[config.mk]
export PLATFORM = sky130hd
export DESIGN_NAME = router_credit_based_port_select
export DESIGN_NICKNAME = d
export VERILOG_FILES = /design/src/rtl/core/rcps_pkg.sv /design/src/rtl/core/router_credit_based_port_select.sv
export SDC_FILE = /design/constraint.sdc
export NUM_CORES = 1
export LEC_CHECK = 0
export BUFFER_PORTS_ARGS = -buffer_cell sky130_fd_sc_hd__buf_2
export CAP_MARGIN = 20
export CORE_AREA = 4 4 180 182
export CTS_BUF_LIST = sky130_fd_sc_hd__clkbuf_8
export DETAILED_ROUTE_END_ITERATION = 8
export DIE_AREA = 0 0 184 186
export GPL_ROUTABILITY_DRIVEN = 0
export HOLD_SLACK_MARGIN = 0.15
export PLACE_DENSITY = 0.62
export SETUP_SLACK_MARGIN = 0.02
export SLEW_MARGIN = 20
export SYNTH_ARGS = -nofsm -noshare
export SYNTH_HDL_FRONTEND = slang
export SYNTH_SLANG_ARGS = --single-unit
[constraint.sdc]
create_clock -name clk -period 10.8 [get_ports clk]
set_input_delay 1.62 -clock clk [delete_from_list [all_inputs] [get_ports clk]]
set_output_delay 1.62 -clock clk [all_outputs]
set_load 0.1 [all_outputs]
[src/rtl/core/rcps_pkg.sv]
`timescale 1ns / 1ps
// ----------------------------------------------------------------------------
// rcps_pkg
// Shared sizes, codes and types for the credit-based output port selector.
// ----------------------------------------------------------------------------
package rcps_pkg;

    localparam int NUM_PORTS    = 5;
    localparam int NUM_VCS      = 4;
    localparam int CREDIT_WIDTH = 4;
    localparam int COORD_WIDTH  = 4;

    localparam int NUM_ENTRIES  = NUM_PORTS * NUM_VCS;
    localparam int ELIG_W       = 20;
    localparam int PORT_W       = 3;
    localparam int VC_W         = 2;
    localparam int ENTRY_W      = $clog2(NUM_ENTRIES);
    localparam int SCORE_W      = CREDIT_WIDTH + $clog2(NUM_VCS + 1);
    localparam int CFG_IDX_W    = 2;
    localparam int CFG_DATA_W   = 5;

    localparam logic CMD_SELECT = 1'b0;
    localparam logic CMD_UPDATE = 1'b1;

    localparam logic [CFG_IDX_W-1:0] REG_LOCAL_X     = 2'd0;
    localparam logic [CFG_IDX_W-1:0] REG_LOCAL_Y     = 2'd1;
    localparam logic [CFG_IDX_W-1:0] REG_X_DIM_PORTS = 2'd2;

    typedef logic [NUM_PORTS-1:0]    port_mask_t;
    typedef logic [SCORE_W-1:0]      score_t;
    typedef logic [CREDIT_WIDTH-1:0] credit_t;
    typedef logic [COORD_WIDTH-1:0]  coord_t;

endpackage

[src/rtl/core/router_credit_based_port_select.sv]
`timescale 1ns / 1ps
// ----------------------------------------------------------------------------
// router_credit_based_port_select
// O1TURN-style output port selector: keeps downstream VC availability and
// credits; picks the best-scoring port at the source, else the highest one.
// ----------------------------------------------------------------------------
// A select result reaches done through the input and result registers.
// Throughput: one item per cycle; busy stays low, start is always taken.
// Update items produce no result; a select issued the next cycle sees them.
// Result pipe is input register -> scoring/argmax logic -> result register.
// Reset clears the VC tables, configuration and all strobes asynchronously.
module router_credit_based_port_select
    import rcps_pkg::*;
(
    input  logic                  clk,
    input  logic                  rst_n,
    input  logic                  start,
    output logic                  busy,
    input  logic                  command,
    input  logic [NUM_PORTS-1:0]  route_mask,
    input  logic [ELIG_W-1:0]     vc_eligible,
    input  logic [COORD_WIDTH-1:0] src_x,
    input  logic [COORD_WIDTH-1:0] src_y,
    input  logic [PORT_W-1:0]     upd_port,
    input  logic [VC_W-1:0]       upd_vc,
    input  logic                  upd_avail,
    input  logic [CREDIT_WIDTH-1:0] upd_credits,
    input  logic                  cfg_valid,
    output logic                  cfg_ready,
    input  logic [CFG_IDX_W-1:0]  cfg_index,
    input  logic [CFG_DATA_W-1:0] cfg_data,
    output logic                  done,
    output logic [PORT_W-1:0]     out_port,
    output logic                  y_first,
    output logic                  adaptive,
    output logic                  no_route
);

    coord_t     local_x_reg;
    coord_t     local_y_reg;
    port_mask_t x_dim_ports_reg;

    logic                  in_valid_reg;
    logic                  cmd_reg;
    port_mask_t            mask_reg;
    logic [ELIG_W-1:0]     elig_reg;
    coord_t                src_x_reg;
    coord_t                src_y_reg;
    logic [PORT_W-1:0]     upd_port_reg;
    logic [VC_W-1:0]       upd_vc_reg;
    logic                  upd_avail_reg;
    credit_t               upd_credits_reg;

    logic    avail_reg  [NUM_ENTRIES];
    credit_t credit_reg [NUM_ENTRIES];

    logic                  done_reg;
    logic [PORT_W-1:0]     out_port_reg;
    logic                  y_first_reg;
    logic                  adaptive_reg;
    logic                  no_route_reg;

    logic                  upd_en;
    logic [ENTRY_W-1:0]    upd_idx;
    score_t                score [NUM_PORTS];
    logic                  sel_valid;
    logic                  at_source;
    logic                  multi;
    logic [PORT_W-1:0]     port_next;
    logic                  y_first_next;
    logic                  adaptive_next;
    logic                  no_route_next;
    logic [PORT_W-1:0]     best_port;
    logic [PORT_W-1:0]     high_port;
    score_t                best_score;
    logic                  have;

    assign busy      = 1'b0;
    assign cfg_ready = 1'b1;

    // configuration
    always_ff @(posedge clk or negedge rst_n)
    begin
        if (!rst_n)
        begin
            local_x_reg     <= '0;
            local_y_reg     <= '0;
            x_dim_ports_reg <= '0;
        end
        else if (cfg_valid && cfg_ready)
        begin
            case (cfg_index)
                REG_LOCAL_X:     local_x_reg     <= cfg_data[COORD_WIDTH-1:0];
                REG_LOCAL_Y:     local_y_reg     <= cfg_data[COORD_WIDTH-1:0];
                REG_X_DIM_PORTS: x_dim_ports_reg <= cfg_data[NUM_PORTS-1:0];
                default:         ;
            endcase
        end
    end

    // input register
    always_ff @(posedge clk or negedge rst_n)
    begin
        if (!rst_n)
            in_valid_reg <= 1'b0;
        else
            in_valid_reg <= start && !busy;
    end

    always_ff @(posedge clk)
    begin
        if (start && !busy)
        begin
            cmd_reg         <= command;
            mask_reg        <= route_mask;
            elig_reg        <= vc_eligible;
            src_x_reg       <= src_x;
            src_y_reg       <= src_y;
            upd_port_reg    <= upd_port;
            upd_vc_reg      <= upd_vc;
            upd_avail_reg   <= upd_avail;
            upd_credits_reg <= upd_credits;
        end
    end

    // VC status table
    assign upd_en  = in_valid_reg && (cmd_reg == CMD_UPDATE)
                     && (int'(upd_port_reg) < NUM_PORTS) && (int'(upd_vc_reg) < NUM_VCS);
    assign upd_idx = ENTRY_W'(upd_port_reg) * ENTRY_W'(NUM_VCS) + ENTRY_W'(upd_vc_reg);

    always_ff @(posedge clk or negedge rst_n)
    begin
        if (!rst_n)
        begin
            for (int e = 0; e < NUM_ENTRIES; e++)
            begin
                avail_reg[e]  <= 1'b0;
                credit_reg[e] <= '0;
            end
        end
        else if (upd_en)
        begin
            avail_reg[upd_idx]  <= upd_avail_reg;
            credit_reg[upd_idx] <= upd_credits_reg;
        end
    end

    // per-port scores
    always_comb
    begin
        for (int p = 0; p < NUM_PORTS; p++)
        begin
            score[p] = '0;
            for (int v = 0; v < NUM_VCS; v++)
            begin
                if ((p * NUM_VCS + v) < ELIG_W)
                begin
                    if (elig_reg[p * NUM_VCS + v] && avail_reg[p * NUM_VCS + v])
                        score[p] = score[p] + SCORE_W'(credit_reg[p * NUM_VCS + v]);
                end
            end
        end
    end

    // port choice
    always_comb
    begin
        sel_valid = in_valid_reg && (cmd_reg == CMD_SELECT);
        at_source = (src_x_reg == local_x_reg) && (src_y_reg == local_y_reg);
        multi     = $countones(mask_reg) > 1;

        have       = 1'b0;
        best_score = '0;
        best_port  = '0;
        high_port  = '0;
        for (int p = 0; p < NUM_PORTS; p++)
        begin
            if (mask_reg[p])
            begin
                high_port = PORT_W'(p);
                if (!have || (score[p] > best_score))
                begin
                    have       = 1'b1;
                    best_score = score[p];
                    best_port  = PORT_W'(p);
                end
            end
        end

        no_route_next = (mask_reg == '0);
        adaptive_next = !no_route_next && at_source && multi;
        port_next     = adaptive_next ? best_port : high_port;
        y_first_next  = adaptive_next && !x_dim_ports_reg[best_port];
    end

    // result register
    always_ff @(posedge clk or negedge rst_n)
    begin
        if (!rst_n)
            done_reg <= 1'b0;
        else
            done_reg <= sel_valid;
    end

    always_ff @(posedge clk)
    begin
        if (sel_valid)
        begin
            out_port_reg <= port_next;
            y_first_reg  <= y_first_next;
            adaptive_reg <= adaptive_next;
            no_route_reg <= no_route_next;
        end
    end

    assign done     = done_reg;
    assign out_port = out_port_reg;
    assign y_first  = y_first_reg;
    assign adaptive = adaptive_reg;
    assign no_route = no_route_reg;

    // checks
    a_done_follows_select: assert property (@(posedge clk) disable iff (!rst_n)
        done_reg |-> $past(sel_valid))
        else $error("result without a select transfer");

    a_no_route_clean: assert property (@(posedge clk) disable iff (!rst_n)
        (done_reg && no_route_reg) |-> (out_port_reg == '0 && !adaptive_reg && !y_first_reg))
        else $error("no_route result carries a port");

    a_adaptive_needs_choice: assert property (@(posedge clk) disable iff (!rst_n)
        sel_valid && adaptive_next |-> ($countones(mask_reg) > 1) && mask_reg[port_next])
        else $error("adaptive pick outside candidate set");

    a_port_in_range: assert property (@(posedge clk) disable iff (!rst_n)
        done_reg |-> (int'(out_port_reg) < NUM_PORTS))
        else $error("selected port out of range");

endmodule
# Word level (Yosys, flattened, before mapping)
# Index checks and enable logic that the tools add are counted.
[word_totals]
regBits = 165
out_inout_bits = 9
wordCells = 191
[classes]
add_sub_neg = 20
order_cmp = 9
n_eq_ne = 4
n_mux = 55
bitwise_logic = 2
reduce_logical = 43
[op_table]
columns = ["operator", "n"]
rows = [
  ["$mux 7", 22],
  ["$add 7x4->7", 15],
  ["$bwmux 80", 1],
  ["$mux 3", 10],
  ["$gt 7x7->1", 4],
  ["$logic_and 1x1->1", 28],
  ["$mux 4", 6],
  ["$bwmux 20", 1],
  ["$demux 4 s5", 1],
  ["$mux 1", 12],
  ["$eq 4x4->1", 2],
  ["$ge 6x6->1 const B", 1],
  ["$logic_not 1->1", 6],
  ["$lt 6x1->1 const B", 1],
  ["$not 5->6", 1],
  ["$reduce_and 2->1", 3],
  ["$add 5x2->5", 1],
  ["$demux 1 s5", 1],
  ["$logic_not 5->1", 1],
  ["$add 1x1->2", 2],
  ["$add 3x1->4", 1],
  ["$gt 4x1->1 const B", 1],
  ["$logic_or 1x1->1", 4],
  ["$lt 3x4->1 const B", 1],
  ["other kinds (7)", 7],
]

# Depth between registers and ports, before layout
# Gate-level depths: netlist of run 1.
[logic_depth]
ltp_word = 29
ltp_mapped = 49

# Worst setup path after synthesis of run 1
# Ideal clock, no wire load.
[synth_timing]
path_type = "register -> register"
start = "register elig_reg[0]"
end = "register y_first_reg, in the netlist y_first (data pin)"
t_arrival_ns = 8.835
required_time_ns = 10.539
slack_ns = 1.704
stages_incl_launch_ff = 44
synth_period_minus_slack_ns = 9.096
path_cell_list = "edfxtp_1 and3_1 ha_1 inv_1 fa_1 mux2i_1 ha_1 a21o_1 a211oi_1 o22ai_1 a41o_1 ha_1 nor2_1 a211oi_1 nand4b_1 or2_2 ha_1 o21ai_0 (+8 left out) buf_2 mux2i_1 ha_1 nor2b_1 o21a_1 o21a_1 o21ai_1 nand2_1 o22a_1 o21ai_0 ha_1 nor2b_1 o21a_1 o211ai_1 a31oi_1 o21ai_0 or2_2 a21oi_1"
[synth_via]
elab_chain_len = 29
word_cells_on_any_way = 44
cone_classes = "3 x add/sub; 4 x order compare; 27 x mux; 10 x reduce/logical"
[synth_rtl]
columns = ["element", "line", "rtl"]
rows = [
  ["start, declared", "router_credit_based_port_select.sv:46", "logic [ELIG_W-1:0] elig_reg;"],
  ["start signal, assigned", "router_credit_based_port_select.sv:116", "elig_reg <= vc_eligible;"],
  ["$logic_and 1x1->1 *", "router_credit_based_port_select.sv:158", "if (elig_reg[p * NUM_VCS + v] && avail_reg[p * NUM_VCS + v])"],
  ["$mux 4 *", "router_credit_based_port_select.sv:158", ""],
  ["$add 7x4->7", "router_credit_based_port_select.sv:159", "score[p] = score[p] + SCORE_W'(credit_reg[p * NUM_VCS + v]);"],
  ["$mux 7 *", "router_credit_based_port_select.sv:158", ""],
  ["$add 7x4->7", "router_credit_based_port_select.sv:159", ""],
  ["$mux 7 *", "router_credit_based_port_select.sv:158", ""],
  ["$add 7x4->7", "router_credit_based_port_select.sv:159", ""],
  ["$mux 7 *", "router_credit_based_port_select.sv:158", ""],
  ["(+14 left out)", "-", ""],
  ["$logic_or 1x1->1", "router_credit_based_port_select.sv:181", "if (!have || (score[p] > best_score))"],
  ["$mux 3", "router_credit_based_port_select.sv:181", ""],
  ["$mux 3 *", "router_credit_based_port_select.sv:178", "if (mask_reg[p])"],
  ["$bmux 1 s3 *", "router_credit_based_port_select.sv:193", "y_first_next = adaptive_next && !x_dim_ports_reg[best_port];"],
  ["$mux 1 (implied by the code) *", "router_credit_based_port_select.sv:193", ""],
  ["$logic_not 1->1 *", "router_credit_based_port_select.sv:193", ""],
  ["$logic_and 1x1->1 *", "router_credit_based_port_select.sv:193", ""],
  ["via y_first_next", "router_credit_based_port_select.sv:70", "logic y_first_next;"],
  ["end signal, assigned", "router_credit_based_port_select.sv:210", "y_first_reg <= y_first_next;"],
  ["end, declared", "router_credit_based_port_select.sv:59", "logic y_first_reg;"],
]
# The timed path passes the listed nets; every way through them passes the cells marked *. The select of a mux whose other input is x is not followed.
# A chain may end at the register's enable or synchronous reset.

# Worst setup path in the final report of run 1
# Same ends and word-level chain as after synthesis.

==> results.cfg, run 1 <==
[routing]
firstDrtPassIters = 4
ant_nets = 0
drt_wl_total_um = 24130
drc = 0
wl_per_cell_um = 16.91
via_per_inst = 5.146
drt_iter0_markers = 322
vias = 7343

[sta]
tightest_slew_ns = 1.155
worst_slack_ns = 0.7737
finalSetupViolCount = 0
fin_skew_ns = 0.01909
min_period_ns = 10.03
hold_violations = 0
setup_tns_ns = 0
slew_headroom_pct = 23.02
fmax_mhz = 99.74
slew_violations = 0
min_period_over_period_pct = 92.84
rsz0062_at_grt = no

[setup_path]
crit_type = flop to flop
path_common_cell = ha_1
crit_family = compound AO/OA/AOI/OAI gates
slowest_stage = edfxtp_1
required_ns = 11.03
worstPathMaxFanout = 15
worstSetupEndpointType = flop
startpoint_type = flop
worst-path-buf-inv = 3
critPathMaxStageDelay_ns = 0.44
crit_arrival_ns = 10.25

[logic_synthesis]
yosysMostFrequentCell = mux2_2
synth-main-ff-cell = dfrtp_1
synth_largest_area_cell = dfrtp_1
syn_nets = 1114
ys_warn_count = 0
yosysUniqueCellTypes = 72
syn_inst = 954
synth_area_leaders = dfrtp_1 (27%), edfxtp_1 (14%), mux2_2 (14%)
syn_area_sq_mm = 0.01061
syn_avg_cell_area_sq_um = 11.12
ys_ff_latch = 165
synth_async_sr_flop_share_pct = 69.70
ys_top_cells_by_count = mux2_2 (128), dfrtp_1 (115), ha_1 (89)
synth_edf_count = 50
synth_top_area_share_pct = 27.12
ys_seq_area_share_pct = 41.27

[clocking]
insertion_delay_ns = 0.48
cts-root-buf = clkbuf_8
cts-htree-levels = 4
cts_setup_buffers = 0
cts.sinks = 165
tritoncts = yes
path_clk_slew_ns = 0.11
clockBufferDepth = 2
ctsHoldBuffers = 0
cts_resized = 0
cts_buffers = 17

[die]
die_x_um = 184
die-area_sq_mm = 0.03422
fp.dieH_um = 186
num_rows = 64
fp.coreArea_sq_mm = 0.03059
io_pins = 64
initial_utilization_pct = 34.69

[grt]
grt.busiest_layer = met2
grt_pass1_wl_um = 39040
use_met1_pct = 18.92
antenna_found_initial = 0
grt_use_met2_pct = 24.56
grt_usage_pct = 14.39
grt_pass1_vias = 7464
grt_use_met3_pct = 2.247
grt_max_degree = 65
grt-ovfl-total = 0

[cells_and_area]
multi_input_area_sq_mm = 0.005936
drive_gt1_share_pct = 23.86
n_fill_cell = 2958
num-nets-final = 1178
diodes = 0
final-seq-area_sq_mm = 0.004379
syn2layout_area_growth_pct = 10.95
largest_reg_flops = 80
final_core_util_pct = 38.49

[worst_hold_path]
holdCritPathClass = flop to flop

[placement]
pre_cts_slack_ns = 0.8836
port-buffer-count = 61
hpwl_um = 17700

[job]
max_cap_violations = 0

[power]
leakage_nw = 5.498
irDropWorstVdd_v = 0.00009318
powerDensity_mw_per_mm2 = 157.4
p_total_mw = 1.853

[status]
outcome = finished, final reports clean
==> area by class of cell <==
cell class	instances	area share [%]
Clock inverter	15	1.615
Multi-Input combinational cell	716	50.42
Tap cell	396	4.209
Clock buffer	17	1.987
Inverter	54	1.764
Sequential cell	165	37.20
Timing Repair Buffer	64	2.806
==> cell families (layout without fill, tap and decap cells) <==
| logic type | after synthesis | in the layout | share of synthesized area [%] |
|---|---|---|---|
| flops | 165 | 165 | 41.27 |
| fa+ha+maj | 105 | 105 | 13.51 |
| mux | 151 | 151 | 15.75 |
| compound gates | 171 | 171 | 11.07 |
| xor+xnor | 47 | 47 | 3.880 |
| other cells | 2 | 2 | 0.07078 |
| buf+inv | 73 | 150 | 2.783 |
| simple gates | 240 | 240 | 11.65 |
==> cell usage in the layout (no fill, tap or decap), types with 3 or more instances in the layout <==
cell type / instances
mux2_2: 128
dfrtp_1: 115
ha_1: 89
nand2_1: 68
buf_2: 60
inv_1: 53
nor2_1: 52
edfxtp_1: 50
a21oi_1: 42
o21ai_0: 38
xnor2_1: 25
mux2i_1: 23
a21o_1: 23
xor2_1: 22
and3_1: 21
nor2b_1: 19
clkbuf_8: 17
fa_1: 16
o21a_1: 12
nand4_1: 11
nand3_1: 11
and2_1: 10
nand2b_1: 8
a211oi_1: 8
o211ai_1: 8
nor3_1: 8
inv_8: 6
nor4_1: 5
a31oi_1: 5
nand3b_1: 4
o22ai_1: 4
o21bai_1: 4
clkinv_8: 4
buf_4: 4
and4_1: 3
==> through the flow <==
stage	cell area, sq um	hold slack, ns	cells
2_1_floorplan	10610	0.4714	954
3_3_place_gp	11350	0.4799	1395
3_5_place_dp	11350	0.4863	1395
4_1_cts	11770	0.5120	1427
5_1_grt	11770	0.5236	1427
6_report	11770	0.5074	1427
==> per-layer routing <==
metal	vias up	share of wire (%)	routed length [um]
met5	-	0	0
met4	0	1.8	444
met3	35	2.6	629
met2	101	49	11900
met1	3617	46	11160
li1	3590	-	-
==> worst paths after layout <==
path / from / to / slack (ns) / depth (start not counted)
worst max-delay path: elig_reg[0] / y_first / 0.77 / 46
max in group asynchronous: rst_n / credit_reg[35] / 8.30 / 2
min in group asynchronous: rst_n / local_y_reg[1] / 1.17 / 1
worst min register to register: avail_reg[2] / avail_reg[2] / 0.51 / 1
worst max register to register: elig_reg[0] / y_first / 0.77 / 46
worst min-delay path: avail_reg[2] / avail_reg[2] / 0.51 / 1
==> power breakdown <==
part | internal, mW | total, mW | switching [mW] | leakage (nW)
Combinational | 0.254 | 0.557 | 0.302 | 3.29
Clock | 0.183 | 0.476 | 0.293 | 0.210
Sequential | 0.742 | 0.820 | 0.0786 | 1.99
Power figures use the tool's default switching activity.
==> run 2: changes to the inputs <==
PLACE_DENSITY = 0.64   (was 0.62)
SLEW_MARGIN = 10   (was 20)
clock period = 9.1 ns   (was 10.8 ns; I/O delays follow)
==> results.cfg, run 2 (same netlist as run 1, synthesis figures left out) <==
[cells_and_area]
layout.cells.non_filler = 1491
drive_gt1_share_pct = 33.06
syn2layout_area_growth_pct = 18.64
fin_area_sq_mm = 0.01259
most-common-layout-cells = mux2_2 (125), dfrtp_1 (115), ha_1 (78)
layout_commonest_cell = mux2_2
num-nets-final = 1243
diodes = 0
n_fill_cell = 2939
largest_reg_flops = 80

[grt]
grt-ovfl-total = 0
grt_pass1_wl_um = 40740
grt_max_degree = 69
grt_pass1_vias = 7915
antenna_found_initial = 0
grt_usage_pct = 14.89

[placement]
port-buffer-count = 61
dp.cells = 1431
postPlaceCellArea_sq_mm = 0.01162
hpwl_um = 18010
pre_cts_slack_ns = -0.3465

[clocking]
insertion_delay_ns = 0.47
cts.sinks = 165
ctsHoldBuffers = 0
cts-htree-levels = 4
tritoncts = yes
path_clk_slew_ns = 0.09
cts-root-buf = clkbuf_8
clockBufferDepth = 2
cts_buffers = 17

[setup_path]
timing.rr.start = elig_reg[0]
crit_type = flop to flop
worstSetupEndpointType = flop
critPathMaxStageDelay_ns = 0.43
startpoint_type = flop
crit_start = elig_reg[0]
worst-path-buf-inv = 5
required_ns = 9.41
crit_arrival_ns = 9.62
slowest_stage = edfxtp_1
ff2ff_path_depth = 45
r2r_end = y_first
crit_family = compound AO/OA/AOI/OAI gates
worstPathMaxFanout = 7
rrSetupSlack_ns = -0.21

[power]
p_comb_share_pct = 38.2
powerDensity_mw_per_mm2 = 188.9
clkPwrFrac_pct = 20.8
seq_power_share_pct = 41.0
irDropWorstVdd_v = 0.00008679
power.net_switching_mw = 0.8179
p_int_mw = 1.561
p_total_mw = 2.379
swShare_pct = 34.39
leakage_nw = 5.850

[sta]
worst_slack_ns = -0.2107
fmax_mhz = 107.4
min_period_over_period_pct = 102.3
finalSetupViolCount = 4
slew_headroom_pct = 27.25
min_period_ns = 9.311
hold_violations = 0
slew_violations = 0
worst_hold_slack_ns = 0.5054
fin_skew_ns = 0.02119
rsz0062_at_grt = yes
tightest_slew_ns = 1.091

[worst_hold_path]
holdCritPathClass = flop to flop
hold-path-endpoint = credit_reg[44]
hold_path_depth = 1
holdCritStartpoint = credit_reg[44]

[job]
max_cap_violations = 0

[routing]
drt_iter0_markers = 403
vias = 7618
drc = 0
via_per_inst = 5.109
firstDrtPassIters = 4
wl_per_cell_um = 16.96
ant_nets = 0
drt_wl_total_um = 25290

[die]
die_x_um = 184
die-area_sq_mm = 0.03422
io_pins = 64
fp.dieH_um = 186
fp.coreArea_sq_mm = 0.03059
initial_utilization_pct = 34.69
num_rows = 64

[status]
outcome = finished with violations
violations = negative setup slack
run 2: per-stage QoR:
stage,setup TNS [ns],utilization (%)
4_1_cts,0,40.21
5_1_grt,-2.233,41.15
3_3_place_gp,-0.001754,37.98
2_1_floorplan,0,-
3_5_place_dp,-1.010,37.98
6_report,-0.5680,41.15
run 2: cell type report:
| cell class | count | area [sq um] | share of cell area (%) |
|---|---|---|---|
| clock buffer | 18 | 247.7 | 1.968 |
| clock inverter | 13 | 110.1 | 0.8747 |
| inverter | 54 | 210.2 | 1.670 |
| multi-input combinational | 716 | 6304 | 50.07 |
| sequential | 165 | 4379 | 34.79 |
| tap | 396 | 495.5 | 3.936 |
| timing repair buffer | 129 | 842.1 | 6.689 |
run 2: power by group through the flow:
| stage | combinational [mW] | clock [mW] | sequential, mW |
|---|---|---|---|
| floorplan | 0.507 | 0 | 0.965 |
| global placement | 0.690 | 0 | 0.986 |
| detailed placement | 0.710 | 0 | 0.990 |
| CTS | 0.789 | 0.516 | 0.975 |
| global route | 0.999 | 0.540 | 0.993 |
| finish | 0.909 | 0.495 | 0.975 |
run 2: worst max-delay path by stage:
| stage | to | cells after the start |
|---|---|---|
| floorplan | y_first | 43 |
| global placement | y_first | 46 |
| detailed placement | y_first | 46 |
| CTS | y_first | 45 |
| global route | y_first | 47 |
| finish | y_first | 45 |
run 2: timing repair:
action | 4_1_cts | 5_1_grt
buffers inserted | 22 | 8
pin swaps | 31 | 43
resized for setup | 38 | 43
setup endpoints to repair | 4 | 4
run 2: worst reg2reg max path, delay by kind of cell, from the launching register on:
| family | cells | cell delay, ns |
|---|---|---|
| AO/OA/AOI/OAI | 21 | 3.84 |
| adder cells (fa/ha/maj) | 8 | 2.33 |
| AND/OR/NAND/NOR | 7 | 0.96 |
| multiplexers | 4 | 0.92 |
| buffers and inverters | 5 | 0.69 |
| flip-flops | 1 | 0.43 |
run 2: layer usage:
metal  vias to the layer above  wire length, um  global-route usage, %
li1                       3724                -                      -
met1                      3724            11480                  19.06
met3                        36              764                  2.423
met4                         0              485                  4.673
met2                       134            12570                  25.85
met5                         -                0                      0
